--- src/design/sfcp_pkg.sv ---
// Shared constants, codes and types for the framed command parser.
package sfcp_pkg;

   // Payload bytes kept from the head of each frame (4 to 8).
   localparam int HEAD_BYTES = 4;
   localparam int HEAD_IDX_W = $clog2(HEAD_BYTES);
   localparam logic [15:0] HEAD_BYTES_LEN = 16'(HEAD_BYTES);

   localparam logic [7:0] SYNC_FIRST    = 8'h64;
   localparam logic [7:0] SYNC_SECOND   = 8'h62;
   localparam logic [7:0] CMD_THROTTLE  = 8'h01;
   localparam logic [7:0] CMD_LOG_ID    = 8'h03;
   localparam logic [7:0] CMD_RESET     = 8'h07;

   localparam logic [15:0] THROTTLE_MIN_LEN = 16'd4;
   localparam logic [15:0] MAX_LEN_RESET    = 16'd120;

   // Register port
   localparam int CSR_ADDR_W = 3;
   localparam int CSR_DATA_W = 32;
   localparam logic REG_MAX_PAYLOAD_LEN = 1'b0;

   typedef enum logic [2:0] {
      ACT_THROTTLE  = 3'd0,
      ACT_LOG_ID    = 3'd1,
      ACT_RESET     = 3'd2,
      ACT_IGNORED   = 3'd3,
      ACT_BAD_CK    = 3'd4
   } action_type;

   typedef enum logic [8:0] {
      PH_SYNC1   = 9'b000000001,
      PH_SYNC2   = 9'b000000010,
      PH_CMD     = 9'b000000100,
      PH_CLASS   = 9'b000001000,
      PH_LEN_LO  = 9'b000010000,
      PH_LEN_HI  = 9'b000100000,
      PH_PAYLOAD = 9'b001000000,
      PH_CK_LO   = 9'b010000000,
      PH_CK_HI   = 9'b100000000
   } phase_type;

   typedef struct packed {
      action_type  action;
      logic [7:0]  command;
      logic [7:0]  frame_class;
      logic [15:0] payload_len;
      logic [31:0] throttle_bits;
      logic [7:0]  log_id;
   } result_type;

endpackage

--- src/design/sync_framed_command_parser_top.sv ---
// Top level of the framed command parser: byte channel in, command channel out.
//
// Usage:
//   Bytes arrive on req_rx_byte with req_valid; a byte is taken at a rising
//   edge where req_valid is high and req_stall is low. Frames are 'd','b',
//   command, class, 16-bit little-endian length, payload, 16-bit little-endian
//   checksum (wrapping sum of command, class, length and payload bytes).
//   One result word appears on the rsp_ ports for each frame, at its last
//   checksum byte; every other byte produces nothing. Frames whose length
//   exceeds the max_payload_len register (address 0, reset 120) are dropped.
//   A taken byte waits in the input register and is parsed as it leaves it;
//   its result is then held in the result register on the rsp_ ports.
//   Throughput: one byte per cycle while no result is held by rsp_stall, set by
//   the parse step between the input register and the result register.
//   Reset (synchronous): parser waits for 'd', both registers empty,
//   max_payload_len back to 120.
//   When rsp_stall holds a pending result, the result word stays put, the
//   input register still takes one byte, and req_stall rises only once that
//   byte is waiting behind the stalled result.
module sync_framed_command_parser_top
   import sfcp_pkg::*;
(
   input  logic                  clock,
   input  logic                  reset,
   // byte channel
   input  logic                  req_valid,
   output logic                  req_stall,
   input  logic [7:0]            req_rx_byte,
   // result channel
   output logic                  rsp_valid,
   input  logic                  rsp_stall,
   output logic [2:0]            rsp_action,
   output logic [7:0]            rsp_command,
   output logic [7:0]            rsp_frame_class,
   output logic [15:0]           rsp_payload_len,
   output logic [31:0]           rsp_throttle_bits,
   output logic [7:0]            rsp_log_id,
   // register port
   input  logic                  csr_psel,
   input  logic                  csr_penable,
   input  logic                  csr_pwrite,
   input  logic [CSR_ADDR_W-1:0] csr_paddr,
   input  logic [CSR_DATA_W-1:0] csr_pwdata,
   output logic [CSR_DATA_W-1:0] csr_prdata,
   output logic                  csr_pready
);

   logic       in_valid_ff, in_valid_in;
   logic [7:0] in_byte_ff, in_byte_in;
   logic       out_valid_ff, out_valid_in;
   result_type out_ff, out_in;
   logic       advance;
   logic       step;
   logic       accept;
   logic       result_fire;
   result_type result;
   logic [15:0] max_len;

   sfcp_csr u_csr (
      .clock       (clock),
      .reset       (reset),
      .csr_psel    (csr_psel),
      .csr_penable (csr_penable),
      .csr_pwrite  (csr_pwrite),
      .csr_paddr   (csr_paddr),
      .csr_pwdata  (csr_pwdata),
      .csr_prdata  (csr_prdata),
      .csr_pready  (csr_pready),
      .max_len     (max_len)
   );

   sfcp_parser u_parser (
      .clock       (clock),
      .reset       (reset),
      .step        (step),
      .rx_byte     (in_byte_ff),
      .max_len     (max_len),
      .result_fire (result_fire),
      .result      (result)
   );

   // The pipe moves unless a result word is held by the receiver.
   assign advance   = !(out_valid_ff && rsp_stall);
   assign step      = in_valid_ff && advance;
   assign req_stall = in_valid_ff && !advance;
   assign accept    = req_valid && !req_stall;

   always_comb begin
      in_valid_in = in_valid_ff;
      in_byte_in  = in_byte_ff;
      if (accept) begin
         in_valid_in = 1'b1;
         in_byte_in  = req_rx_byte;
      end else if (advance) begin
         in_valid_in = 1'b0;
      end
   end

   // Load a result word on a frame end; otherwise drop the taken word, but hold it while stalled.
   always_comb begin
      out_valid_in = out_valid_ff;
      out_in       = out_ff;
      if (advance) begin
         out_valid_in = step && result_fire;
         if (step && result_fire) begin
            out_in = result;
         end
      end
   end

   always_ff @(posedge clock) begin
      if (reset) begin
         in_valid_ff  <= 1'b0;
         out_valid_ff <= 1'b0;
      end else begin
         in_valid_ff  <= in_valid_in;
         out_valid_ff <= out_valid_in;
      end
   end

   always_ff @(posedge clock) begin
      in_byte_ff <= in_byte_in;
      out_ff     <= out_in;
   end

   assign rsp_valid         = out_valid_ff;
   assign rsp_action        = out_ff.action;
   assign rsp_command       = out_ff.command;
   assign rsp_frame_class   = out_ff.frame_class;
   assign rsp_payload_len   = out_ff.payload_len;
   assign rsp_throttle_bits = out_ff.throttle_bits;
   assign rsp_log_id        = out_ff.log_id;

   a_stall_only_behind_result: assert property (@(posedge clock) disable iff (reset)
      req_stall |-> (rsp_valid && rsp_stall && in_valid_ff))
      else $error("byte channel stalled without a held result");

   a_held_byte_kept: assert property (@(posedge clock) disable iff (reset)
      req_stall |=> (in_valid_ff && in_byte_ff == $past(in_byte_ff)))
      else $error("waiting byte lost while result was held");

endmodule

--- src/design/sfcp_csr.sv ---
// Register port holding the payload length limit.
module sfcp_csr
   import sfcp_pkg::*;
(
   input  logic                  clock,
   input  logic                  reset,
   input  logic                  csr_psel,
   input  logic                  csr_penable,
   input  logic                  csr_pwrite,
   input  logic [CSR_ADDR_W-1:0] csr_paddr,
   input  logic [CSR_DATA_W-1:0] csr_pwdata,
   output logic [CSR_DATA_W-1:0] csr_prdata,
   output logic                  csr_pready,
   output logic [15:0]           max_len
);

   logic [15:0] max_len_ff;
   logic [15:0] max_len_in;
   logic        sel_max_len;

   assign sel_max_len = (csr_paddr[2] == REG_MAX_PAYLOAD_LEN);

   always_comb begin
      max_len_in = max_len_ff;
      if (csr_psel && csr_penable && csr_pwrite && sel_max_len) begin
         max_len_in = csr_pwdata[15:0];
      end
   end

   always_ff @(posedge clock) begin
      if (reset) begin
         max_len_ff <= MAX_LEN_RESET;
      end else begin
         max_len_ff <= max_len_in;
      end
   end

   assign csr_pready = 1'b1;
   assign csr_prdata = sel_max_len ? {{(CSR_DATA_W-16){1'b0}}, max_len_ff}
                                   : '0;
   assign max_len    = max_len_ff;

endmodule

--- src/design/sfcp_parser.sv ---
// Frame parse state, checksum accumulation and result decode for one byte a step.
module sfcp_parser
   import sfcp_pkg::*;
(
   input  logic       clock,
   input  logic       reset,
   input  logic       step,
   input  logic [7:0] rx_byte,
   input  logic [15:0] max_len,
   output logic       result_fire,
   output result_type result
);

   phase_type   phase_ff, phase_in;
   logic [7:0]  cmd_ff, cmd_in;
   logic [7:0]  class_ff, class_in;
   logic [15:0] length_ff, length_in;
   logic [15:0] index_ff, index_in;
   logic [15:0] sum_ff, sum_in;
   logic [7:0]  ck_lo_ff, ck_lo_in;
   logic [7:0]  head_ff [HEAD_BYTES];
   logic [7:0]  head_in [HEAD_BYTES];
   logic [15:0] sum_add;
   logic [15:0] full_len;
   logic [15:0] index_next;
   logic [15:0] got_ck;

   assign sum_add    = sum_ff + {8'd0, rx_byte};
   assign full_len   = {rx_byte, length_ff[7:0]};
   assign index_next = index_ff + 16'd1;
   assign got_ck     = {rx_byte, ck_lo_ff};

   always_comb begin
      phase_in  = phase_ff;
      cmd_in    = cmd_ff;
      class_in  = class_ff;
      length_in = length_ff;
      index_in  = index_ff;
      sum_in    = sum_ff;
      ck_lo_in  = ck_lo_ff;
      head_in   = head_ff;
      result_fire = 1'b0;
      if (step) begin
         unique case (phase_ff)
            PH_SYNC1: begin
               if (rx_byte == SYNC_FIRST) begin
                  phase_in = PH_SYNC2;
               end
            end
            PH_SYNC2: begin
               if (rx_byte == SYNC_SECOND) begin
                  phase_in = PH_CMD;
               end else begin
                  phase_in = PH_SYNC1;
                  index_in = '0;
                  sum_in   = '0;
               end
            end
            PH_CMD: begin
               cmd_in   = rx_byte;
               sum_in   = {8'd0, rx_byte};
               phase_in = PH_CLASS;
            end
            PH_CLASS: begin
               class_in = rx_byte;
               sum_in   = sum_add;
               phase_in = PH_LEN_LO;
            end
            PH_LEN_LO: begin
               length_in = {8'd0, rx_byte};
               sum_in    = sum_add;
               phase_in  = PH_LEN_HI;
            end
            PH_LEN_HI: begin
               length_in = full_len;
               sum_in    = sum_add;
               // Drop an oversize frame here, before any payload.
               if (full_len > max_len) begin
                  phase_in = PH_SYNC1;
                  index_in = '0;
                  sum_in   = '0;
               end else if (full_len == 16'd0) begin
                  phase_in = PH_CK_LO;
               end else begin
                  index_in = '0;
                  phase_in = PH_PAYLOAD;
               end
            end
            PH_PAYLOAD: begin
               if (index_ff < HEAD_BYTES_LEN) begin
                  head_in[index_ff[HEAD_IDX_W-1:0]] = rx_byte;
               end
               index_in = index_next;
               sum_in   = sum_add;
               if (index_next >= length_ff) begin
                  phase_in = PH_CK_LO;
               end
            end
            PH_CK_LO: begin
               ck_lo_in = rx_byte;
               phase_in = PH_CK_HI;
            end
            PH_CK_HI: begin
               result_fire = 1'b1;
               phase_in    = PH_SYNC1;
               index_in    = '0;
               sum_in      = '0;
            end
            default: begin
               phase_in = PH_SYNC1;
               index_in = '0;
               sum_in   = '0;
            end
         endcase
      end
   end

   // Result decode, meaningful when result_fire is high.
   always_comb begin
      result.action        = ACT_IGNORED;
      result.command       = cmd_ff;
      result.frame_class   = class_ff;
      result.payload_len   = length_ff;
      result.throttle_bits = '0;
      result.log_id        = '0;
      if (got_ck != sum_ff) begin
         result.action = ACT_BAD_CK;
      end else if (cmd_ff == CMD_THROTTLE) begin
         if (length_ff >= THROTTLE_MIN_LEN) begin
            result.action        = ACT_THROTTLE;
            result.throttle_bits = {head_ff[3], head_ff[2], head_ff[1], head_ff[0]};
         end
      end else if (cmd_ff == CMD_LOG_ID) begin
         if (length_ff != 16'd0) begin
            result.action = ACT_LOG_ID;
            result.log_id = head_ff[0];
         end
      end else if (cmd_ff == CMD_RESET) begin
         result.action = ACT_RESET;
      end
   end

   always_ff @(posedge clock) begin
      if (reset) begin
         phase_ff  <= PH_SYNC1;
         cmd_ff    <= '0;
         class_ff  <= '0;
         length_ff <= '0;
         index_ff  <= '0;
         sum_ff    <= '0;
         ck_lo_ff  <= '0;
      end else begin
         phase_ff  <= phase_in;
         cmd_ff    <= cmd_in;
         class_ff  <= class_in;
         length_ff <= length_in;
         index_ff  <= index_in;
         sum_ff    <= sum_in;
         ck_lo_ff  <= ck_lo_in;
      end
   end

   always_ff @(posedge clock) begin
      head_ff <= head_in;
   end

   a_payload_index_below_len: assert property (@(posedge clock) disable iff (reset)
      (phase_ff == PH_PAYLOAD) |-> (index_ff < length_ff))
      else $error("payload index reached length while still in payload");

   a_oversize_dropped: assert property (@(posedge clock) disable iff (reset)
      (step && phase_ff == PH_LEN_HI && full_len > max_len) |=> (phase_ff == PH_SYNC1))
      else $error("oversize frame not dropped");

   a_frame_end_resync: assert property (@(posedge clock) disable iff (reset)
      result_fire |=> (phase_ff == PH_SYNC1 && sum_ff == 16'd0))
      else $error("parser did not return to sync after a frame");

endmodule

--- config.mk ---
export PLATFORM = sky130hd
export DESIGN_NAME = sync_framed_command_parser_top
export DESIGN_NICKNAME = d
export VERILOG_FILES = /design/src/design/sfcp_pkg.sv /design/src/design/sync_framed_command_parser_top.sv /design/src/design/sfcp_csr.sv /design/src/design/sfcp_parser.sv
export SDC_FILE = /design/constraint.sdc
export NUM_CORES = 1
export LEC_CHECK = 0
export ABC_AREA = 1
export BUFFER_PORTS_ARGS = -buffer_cell sky130_fd_sc_hd__buf_4
export CORE_AREA = 4 4 122 182
export DETAILED_ROUTE_END_ITERATION = 10
export DIE_AREA = 0 0 126 186
export PLACE_DENSITY = 0.73
export SKIP_CTS_REPAIR_TIMING = 1
export SLEW_MARGIN = 15
export SYNTH_ARGS = -nofsm -noshare
export SYNTH_HDL_FRONTEND = slang
export SYNTH_SLANG_ARGS = --single-unit
--- constraint.sdc ---
create_clock -name clock -period 9.3 [get_ports clock]
set_input_delay 0.93 -clock clock [delete_from_list [all_inputs] [get_ports clock]]
set_output_delay 0.93 -clock clock [all_outputs]
set_load 0.02 [all_outputs]
==> results.py, run 1 <==
metrics = {
    "status": {
        "status": "finished clean",
    },
    "global_route": {
        "grt_max_degree": 65,
        "grt_usage_pct": 19.3,
        "grt_pass1_wl_um": 36800,
        "grt_pass1_vias": 7477,
        "grt_overflow_total": 0,
        "grt_antenna_before_repair": 0,
    },
    "timing": {
        "fin_crit_ns": 3.41,
        "tightest_slew_ns": 0.996,
        "finClkSkew_ns": 0.0172,
        "rsz0062_at_grt": "no",
        "finalHoldViolCount": 0,
        "slew_violations": 0,
        "setup_viol": 0,
        "clock.fmax_ghz": 0.294,
        "slew_headroom_pct": 33.5,
        "post-route-period-util_pct": 36.6,
        "worst_hold_slack_ns": 0.439,
        "finalWorstSetupSlack_ns": 5.89,
        "finalSetupTns_ns": 0,
    },
    "finish": {
        "area_delta_synth_final_pct": 17.3,
        "n_antenna_cell": 0,
        "nFillCells": 1837,
        "multiInputGateArea_sq_um": 3850,
        "utilization_pct": 57.8,
        "final_nets": 1346,
        "layout-drive-gt1-share_pct": 14.4,
        "seq_area_sq_um": 5440,
    },
    "power": {
        "switchingPower_uw": 710,
        "p_int_uw": 1690,
        "p_sw_share_pct": 29.7,
        "clkPwrFrac_pct": 34.1,
        "power_frac_comb_pct": 20.8,
        "sequentialPowerShare_pct": 45.1,
        "power_density_nw_per_um2": 202,
        "vdd_drop_max_v": 0.000129,
        "leakagePower_uw": 0.00498,
    },
    "worst_setup_path": {
        "path_buf_inv": 2,
        "path_cells": "nand3_1, nor3_2, nand3_1, inv_1, nand4_1, and2_1, ha_1, nand4_1, nor2_1, nand3_1, nand4_1, nand3_1, inv_1, nand2_1, a21oi_1",
        "worst_path_max_delay_cell": "dfxtp_1",
        "cp_common_cell": "nand3_1",
        "crit_type": "reg2reg",
        "worst-endpoint-arrival_ns": 3.82,
        "cp_max_fo": 12,
        "startpoint_type": "flop",
        "slowest_delay_ns": 0.47,
        "critPathCaptureType": "flop",
        "cp.required_ns": 9.71,
        "critical_path.top_delay_family": "simple AND/OR/NAND/NOR gates",
    },
    "synthesis": {
        "syn_avg_cell_area_sq_um": 8.90,
        "synth_xor_area_share_pct": 2.34,
        "ys_seq_area_share_pct": 53.8,
        "yosys.area_share.simple_pct": 19.3,
        "synthCells": 1134,
        "ys.flop_type": "edfxtp_1",
        "synth_top_family_by_area": "simple AND/OR/NAND/NOR gates",
        "ys_seq_elements": 214,
        "ys_async_sr_fraction_pct": 0,
        "muxShareOfSynthArea_pct": 0,
        "synth_cell_type_count": 43,
        "synth_edf_count": 115,
        "synthAdderAreaFrac_pct": 5.65,
        "synth_compound_area_share_pct": 9.99,
        "ys_warn_count": 0,
        "synth_area_sq_um": 10100,
    },
    "floorplan": {
        "core_area_sq_um": 20500,
        "pin_count": 160,
        "dieArea_sq_um": 23400,
        "die_w_um": 126,
        "start_util_pct": 49.2,
        "rows": 64,
        "die_h_um": 186,
    },
    "min_path": {
        "hp-class": "reg2reg",
    },
    "cts": {
        "clockBufferDepth": 3,
        "tritoncts": "done",
        "cts_sinks": 214,
        "root_buffer": "clkbuf_16",
        "cts_max_level": 1,
        "cts_buffers": 20,
        "insertion_delay_ns": 0.50,
        "clk_pin_slew_ns": 0.07,
    },
    "routing": {
        "wl_per_cell_um": 15.3,
        "vias": 7910,
        "via_per_inst": 5.17,
        "first_pass_iters": 5,
        "drt_wl_total_um": 23400,
        "ant_nets": 0,
        "drt_iter0_markers": 517,
        "drc": 0,
    },
    "placement": {
        "portBuffers": 124,
        "pre_cts_ws_ns": 5.98,
        "gp_congestion": 0.935,
        "hpwlAfterDp_um": 16600,
    },
    "job": {
        "maxCapViolations": 0,
    },
}
## through the flow
stage	cells	instance area, sq um	total power [uW]
CTS	1528	11800	2400
global placement	1492	11200	1570
floorplan	1149	10100	1480
global route	1529	11800	2510
detailed placement	1492	11200	1590
finish	1529	11800	2400
## power by group through the flow
stage | logic [uW] | registers, uW | clock network [uW]
final | 499 | 1080 | 817
after CTS | 490 | 1080 | 831
after detailed placement | 487 | 1100 | 0
after global routing | 564 | 1080 | 865
after global placement | 472 | 1100 | 0
after floorplan | 393 | 1090 | 0
## routing by layer
layer,share of wire (%),wire length [um],global-route usage [%]
met5,0,0,0
met4,3.3,769,7.34
met3,5.7,1330,2.38
met2,53,12300,36.9
met1,38,8950,21.9
## registers in the layout (all words and copies together) (netlist names)
name                count
rsp_payload_len        16
u_parser.sum_ff        16
rsp_log_id              8
in_valid_ff             1
u_parser.phase_ff       9
rsp_valid               1
u_csr.max_len          16
u_parser.length_ff     16
rsp_command             8
rsp_action              3
u_parser.class_ff       8
rsp_throttle_bits      32
u_parser.cmd_ff         8
u_parser.index_ff      16
u_parser.ck_lo_ff       8
u_parser.head_ff       32
rsp_frame_class         8
in_byte_ff              8
## cells by family after synthesis
group / after synthesis
other: 2
buffers and inverters: 206
AOI/OAI and AO/OA: 189
adders and majority gates: 45
and+or+nand+nor: 451
xor gates and xnor gates: 27
DFF: 214
## Yosys cell counts (7+ instances only)
library cell,instances,area share (%)
a211oi_1,7,0.52
a21oi_1,106,5.3
buf_2,11,0.55
buf_4,20,1.5
clkbuf_1,18,0.67
dfxtp_1,99,20
edfxtp_1,115,34
ha_1,44,5.5
inv_1,149,5.5
nand2_1,174,6.5
nand3_1,69,3.4
nand4_1,17,1.1
nor2_1,143,5.3
nor3_1,21,1.0
o211ai_1,7,0.52
o21ai_0,58,2.9
xnor2_1,12,1.0
xor2_1,15,1.3
## worst paths after layout
kind,startpoint,to,slack (ns),cells after the start
worst max-delay path,u_parser.index_ff[0],u_parser.phase_ff[2],5.89,15
worst min-delay path,u_parser.class_ff[6],rsp_frame_class[6],0.44,0
worst max register to register,u_parser.index_ff[0],u_parser.phase_ff[2],5.89,15
worst min register to register,u_parser.class_ff[6],rsp_frame_class[6],0.44,0
## final cells by class
| cell class | count | area share (%) |
|---|---|---|
| Clock buffer | 25 | 4.56 |
| Clock inverter | 11 | 0.961 |
| Inverter | 154 | 4.88 |
| Multi-Input combinational cell | 729 | 32.5 |
| Sequential cell | 214 | 45.9 |
| Tap cell | 264 | 2.79 |
| Timing Repair Buffer | 132 | 8.43 |
## cell usage in the layout (no fill, tap or decap), types with 4 or more instances in the layout
cell type / synthesis / layout
xnor2_1: 12 / 12
nand4_1: 17 / 17
buf_4: 20 / 131
edfxtp_1: 115 / 115
conb_1: 2 / 17
a21oi_1: 106 / 106
nand2_1: 174 / 174
xor2_1: 15 / 15
nor3_1: 21 / 21
a211oi_1: 7 / 7
inv_2: 4 / 5
ha_1: 44 / 44
nor2_1: 143 / 143
clkinv_1: 1 / 4
clkbuf_16: 0 / 21
nor2_2: 4 / 4
clkbuf_1: 18 / 4
nor4_1: 6 / 5
dfxtp_1: 99 / 99
o21ai_0: 58 / 58
o211ai_1: 7 / 7
nand3_1: 69 / 67
inv_1: 149 / 149
(Power assumes the default switching activity.)
==> inputs of run 2 (changes only) <==
==> constraint.sdc (replaced) <==
create_clock -name clock -period 2.75 [get_ports clock]
set_input_delay 0.275 -clock clock [delete_from_list [all_inputs] [get_ports clock]]
set_output_delay 0.275 -clock clock [all_outputs]
set_load 0.02 [all_outputs]
==> results.py, run 2 (synthesized netlist as in run 1, its figures left out) <==
metrics = {
    "worst_setup_path": {
        "cp.required_ns": 3.17,
        "crit_type": "reg2reg",
        "cp_max_fo": 5,
        "worst-endpoint-arrival_ns": 3.13,
        "critical_path.top_delay_family": "simple AND/OR/NAND/NOR gates",
        "critPathCaptureType": "flop",
        "path_cells": "ha_4, nand3_4, nor2_2, nand2_2, inv_2, nand4_1, and2_4, ha_1, nand4_1, a21oi_1, nor2_1, nand4_1, nand3_2, buf_4, nand2_1, o21ai_0, nor2_1",
        "worst_path_max_delay_cell": "dfxtp_4",
        "cp_common_cell": "nand4_1",
        "startpoint_type": "flop",
        "path_buf_inv": 2,
        "slowest_delay_ns": 0.38,
    },
    "cts": {
        "cts_buffers": 20,
        "tritoncts": "done",
        "clk_pin_slew_ns": 0.06,
        "cts_sinks": 214,
        "root_buffer": "clkbuf_16",
        "insertion_delay_ns": 0.49,
        "cts_max_level": 1,
        "clockBufferDepth": 3,
    },
    "timing": {
        "setup_viol": 0,
        "clock.fmax_ghz": 0.370,
        "worst_hold_slack_ns": 0.00764,
        "finClkSkew_ns": 0.0155,
        "finalHoldViolCount": 0,
        "fin_crit_ns": 2.71,
        "slew_violations": 0,
        "post-route-period-util_pct": 98.4,
        "tightest_slew_ns": 0.686,
        "rsz0062_at_grt": "yes",
        "slew_headroom_pct": 54.2,
        "finalSetupTns_ns": 0,
    },
    "finish": {
        "final_nets": 1398,
        "nFillCells": 1672,
        "multiInputGateArea_sq_um": 4140,
        "layout-drive-gt1-share_pct": 21.7,
        "final_common_cell": "buf_4",
        "seq_area_sq_um": 5450,
        "final_cell_mix": "171 x buf_4, 163 x nand2_1, 142 x inv_1, 131 x nor2_1, 115 x edfxtp_1",
        "n_antenna_cell": 0,
        "area_delta_synth_final_pct": 24.9,
    },
    "power": {
        "power_density_nw_per_um2": 674,
        "leakagePower_uw": 0.00529,
        "vdd_drop_max_v": 0.000462,
        "power_uw": 8490,
    },
    "job": {
        "maxCapViolations": 0,
    },
    "routing": {
        "drt_wl_total_um": 25800,
        "drt_iter0_markers": 524,
        "first_pass_iters": 5,
        "vias": 8316,
        "via_per_inst": 5.26,
        "wl_per_cell_um": 16.3,
        "drc": 0,
        "ant_nets": 0,
    },
    "floorplan": {
        "pin_count": 160,
        "die_h_um": 186,
        "rows": 64,
        "dieArea_sq_um": 23400,
        "die_w_um": 126,
        "start_util_pct": 49.2,
        "core_area_sq_um": 20500,
    },
    "placement": {
        "portBuffers": 124,
        "hpwlAfterDp_um": 18100,
        "gp_congestion": 0.952,
    },
    "min_path": {
        "hp-class": "in2reg",
    },
    "global_route": {
        "grt_usage_pct": 20.6,
        "grt_max_degree": 55,
        "grt_antenna_before_repair": 0,
        "grt_pass1_vias": 7705,
        "grt_pass1_wl_um": 38700,
        "grt_overflow_total": 0,
    },
    "status": {
        "status": "finished clean",
    },
}
run 2: per-layer routing:
| metal | up-vias | global-route usage (%) | wire (um) |
|---|---|---|---|
| li1 | 4068 | - | - |
| met1 | 3830 | 21.5 | 8980 |
| met2 | 331 | 38.9 | 13700 |
| met3 | 87 | 2.35 | 1620 |
| met4 | 0 | 12.7 | 1570 |
| met5 | - | 0 | 0 |
run 2: power by group:
| group | switching [uW] | internal, uW | total, uW |
|---|---|---|---|
| clock | 1160 | 1600 | 2760 |
| combinational | 1270 | 796 | 2060 |
| sequential | 170 | 3500 | 3670 |
| total | 2600 | 5890 | 8490 |
run 2: final cells by class:
class,instances,area share (%)
clock buffers,27,4.67
clock inverters,9,0.606
inverters,154,4.59
multi-input cells,729,32.9
flip-flops and latches,214,43.3
well taps,264,2.62
repair buffers,184,11.4
run 2: worst paths after layout:
kind / depth (start not counted) / slack, ns / startpoint / endpoint
setup / recovery: 17 / 0.04 / u_parser.index_ff[1] / u_parser.phase_ff[6]
hold / removal: 3 / 0.008 / csr_pwdata[5] / u_csr.max_len[5]
setup reg to reg: 17 / 0.04 / u_parser.index_ff[1] / u_parser.phase_ff[6]
hold reg to reg: 0 / 0.43 / u_parser.class_ff[7] / rsp_frame_class[7]
run 2: worst register-to-register path, cell delays in order (launching register included):
cell and delay [ns]:
dfxtp_4 0.38, ha_4 0.16, nand3_4 0.09, nor2_2 0.13, nand2_2 0.11, inv_2 0.09, nand4_1 0.12, and2_4 0.20
ha_1 0.29, nand4_1 0.17, a21oi_1 0.19, nor2_1 0.08, nand4_1 0.09, nand3_2 0.14, buf_4 0.18, nand2_1 0.05
o21ai_0 0.07, nor2_1 0.09
run 2: per-stage QoR:
step	setup slack, ns	util [%]	area [sq um]	cells
6_report	0.0439	61.5	12600	1581
3_3_place_gp	0.0338	56.2	11500	1533
3_5_place_dp	-0.0629	56.2	11500	1533
5_1_grt	-0.160	61.5	12600	1581
4_1_cts	-0.102	59.4	12200	1569
2_1_floorplan	-0.824	-	10200	1149
==> inputs of run 3 (changes only) <==
==> constraint.sdc (replaced) <==
create_clock -name clock -period 2.75 [get_ports clock]
set_input_delay 0.1375 -clock clock [delete_from_list [all_inputs] [get_ports clock]]
set_output_delay 0.1375 -clock clock [all_outputs]
set_load 0.02 [all_outputs]
==> results.py, run 3 (synthesized netlist as in run 1, its figures left out) <==
metrics = {
    "status": {
        "status": "finished clean",
    },
    "floorplan": {
        "die_h_um": 186,
        "start_util_pct": 49.2,
        "pin_count": 160,
        "core_area_sq_um": 20500,
        "rows": 64,
        "die_w_um": 126,
        "dieArea_sq_um": 23400,
    },
    "routing": {
        "drc": 0,
        "wl_per_cell_um": 16.0,
        "vias": 8172,
        "ant_nets": 0,
        "drt_iter0_markers": 454,
        "first_pass_iters": 7,
        "drt_wl_total_um": 25500,
        "via_per_inst": 5.12,
    },
    "worst_setup_path": {
        "reg2reg_from": "u_parser.index_ff[0]",
        "cp_max_fo": 7,
        "worst-endpoint-arrival_ns": 3.10,
        "critPathLaunch": "u_parser.index_ff[0]",
        "crit_type": "reg2reg",
        "startpoint_type": "flop",
        "worst_path_max_delay_cell": "dfxtp_4",
        "cp_common_cell": "nand2_1",
        "critPathCaptureType": "flop",
        "path_cells": "ha_4, nand3_2, nor2_2, nand2_2, nor2_2, nand2_1, xor2_2, ha_1, nand2_1, inv_1, nand3_1, nor2_2, nand3_1, nand4_1, nand3_2, buf_6, nand2_1, nand2_1, a21oi_2",
        "cp.required_ns": 3.19,
        "slowest_delay_ns": 0.39,
    },
    "timing": {
        "slew_headroom_pct": 54.6,
        "finClkSkew_ns": 0.0108,
        "finalHoldViolCount": 0,
        "slew_violations": 0,
        "finalSetupTns_ns": 0,
        "tightest_slew_ns": 0.680,
        "fin_crit_ns": 2.67,
        "post-route-period-util_pct": 96.9,
        "clock.fmax_ghz": 0.375,
        "setup_viol": 0,
        "finalWorstSetupSlack_ns": 0.0840,
    },
    "global_route": {
        "grt_pass1_vias": 7723,
        "grt_antenna_before_repair": 0,
        "grt_overflow_total": 0,
        "grt_max_degree": 50,
        "grt_pass1_wl_um": 38900,
        "grt_usage_pct": 20.8,
    },
    "placement": {
        "hpwlAfterDp_um": 18300,
        "portBuffers": 124,
        "pre_cts_ws_ns": -0.0967,
        "postPlaceCellArea_sq_um": 11500,
        "gp_congestion": 0.920,
    },
    "finish": {
        "final_nets": 1412,
        "n_antenna_cell": 0,
        "area_delta_synth_final_pct": 25.3,
        "layout-drive-gt1-share_pct": 20.0,
        "fin_area_sq_um": 12600,
        "final_cell_mix": "169 x nand2_1, 169 x buf_4, 143 x inv_1, 135 x nor2_1, 115 x edfxtp_1",
    },
    "cts": {
        "tritoncts": "done",
        "insertion_delay_ns": 0.51,
        "root_buffer": "clkbuf_16",
        "cts_buffers": 20,
        "clockBufferDepth": 3,
        "cts_max_level": 1,
        "clk_pin_slew_ns": 0.07,
        "cts_sinks": 214,
    },
    "power": {
        "vdd_drop_max_v": 0.000436,
        "power_uw": 8490,
        "power_density_nw_per_um2": 671,
        "leakagePower_uw": 0.00533,
    },
    "min_path": {
        "hp-class": "in2reg",
        "hp-start": "reset",
    },
    "job": {
        "maxCapViolations": 0,
    },
}
run 3: worst max-delay path, delay by kind of cell (launching register included):
family / cells / cell delay [ns]
buf+inv: 2 / 0.24
xor+xnor: 1 / 0.17
fa+ha+maj: 2 / 0.43
flops: 1 / 0.39
simple gates: 13 / 1.25
compound gates: 1 / 0.11
run 3: metal layers:
layer / global-route usage, % / vias to the layer above / wire length [um]
li1: - / 4100 / -
met1: 21.8 / 3738 / 9340
met2: 38.9 / 258 / 13200
met3: 2.76 / 76 / 1270
met4: 13.5 / 0 / 1660
met5: 0 / - / 0
run 3: path summary, 6_finish.rpt:
kind / end / slack [ns] / depth (start not counted)
hold reg to reg: rsp_frame_class[0] / 0.43 / 0
setup / recovery: u_parser.phase_ff[5] / 0.08 / 19
hold / removal: u_parser.sum_ff[0] / 0.07 / 2
setup reg to reg: u_parser.phase_ff[5] / 0.08 / 19
run 3: final cells by class:
cell class	count	area (sq um)
repair buffers	198	1580
inverters	154	578
clock buffers	21	504
fillers	1705	7850
well taps	264	330
clock inverters	15	175
multi-input cells	729	4030
flip-flops and latches	214	5450
run 3: power by group:
group	internal, uW	total, uW	switching, uW
logic	760	1970	1210
registers	3500	3650	158
clock network	1640	2870	1230
run 3: metrics by stage:
step / cells / hold slack (ns) / utilization [%]
3_5_place_dp: 1532 / 0.317 / 56.1
3_3_place_gp: 1532 / 0.317 / 56.1
2_1_floorplan: 1149 / 0.236 / -
6_report: 1595 / 0.0664 / 61.7
4_1_cts: 1568 / -0.203 / 59.5
5_1_grt: 1595 / 0.0793 / 61.7
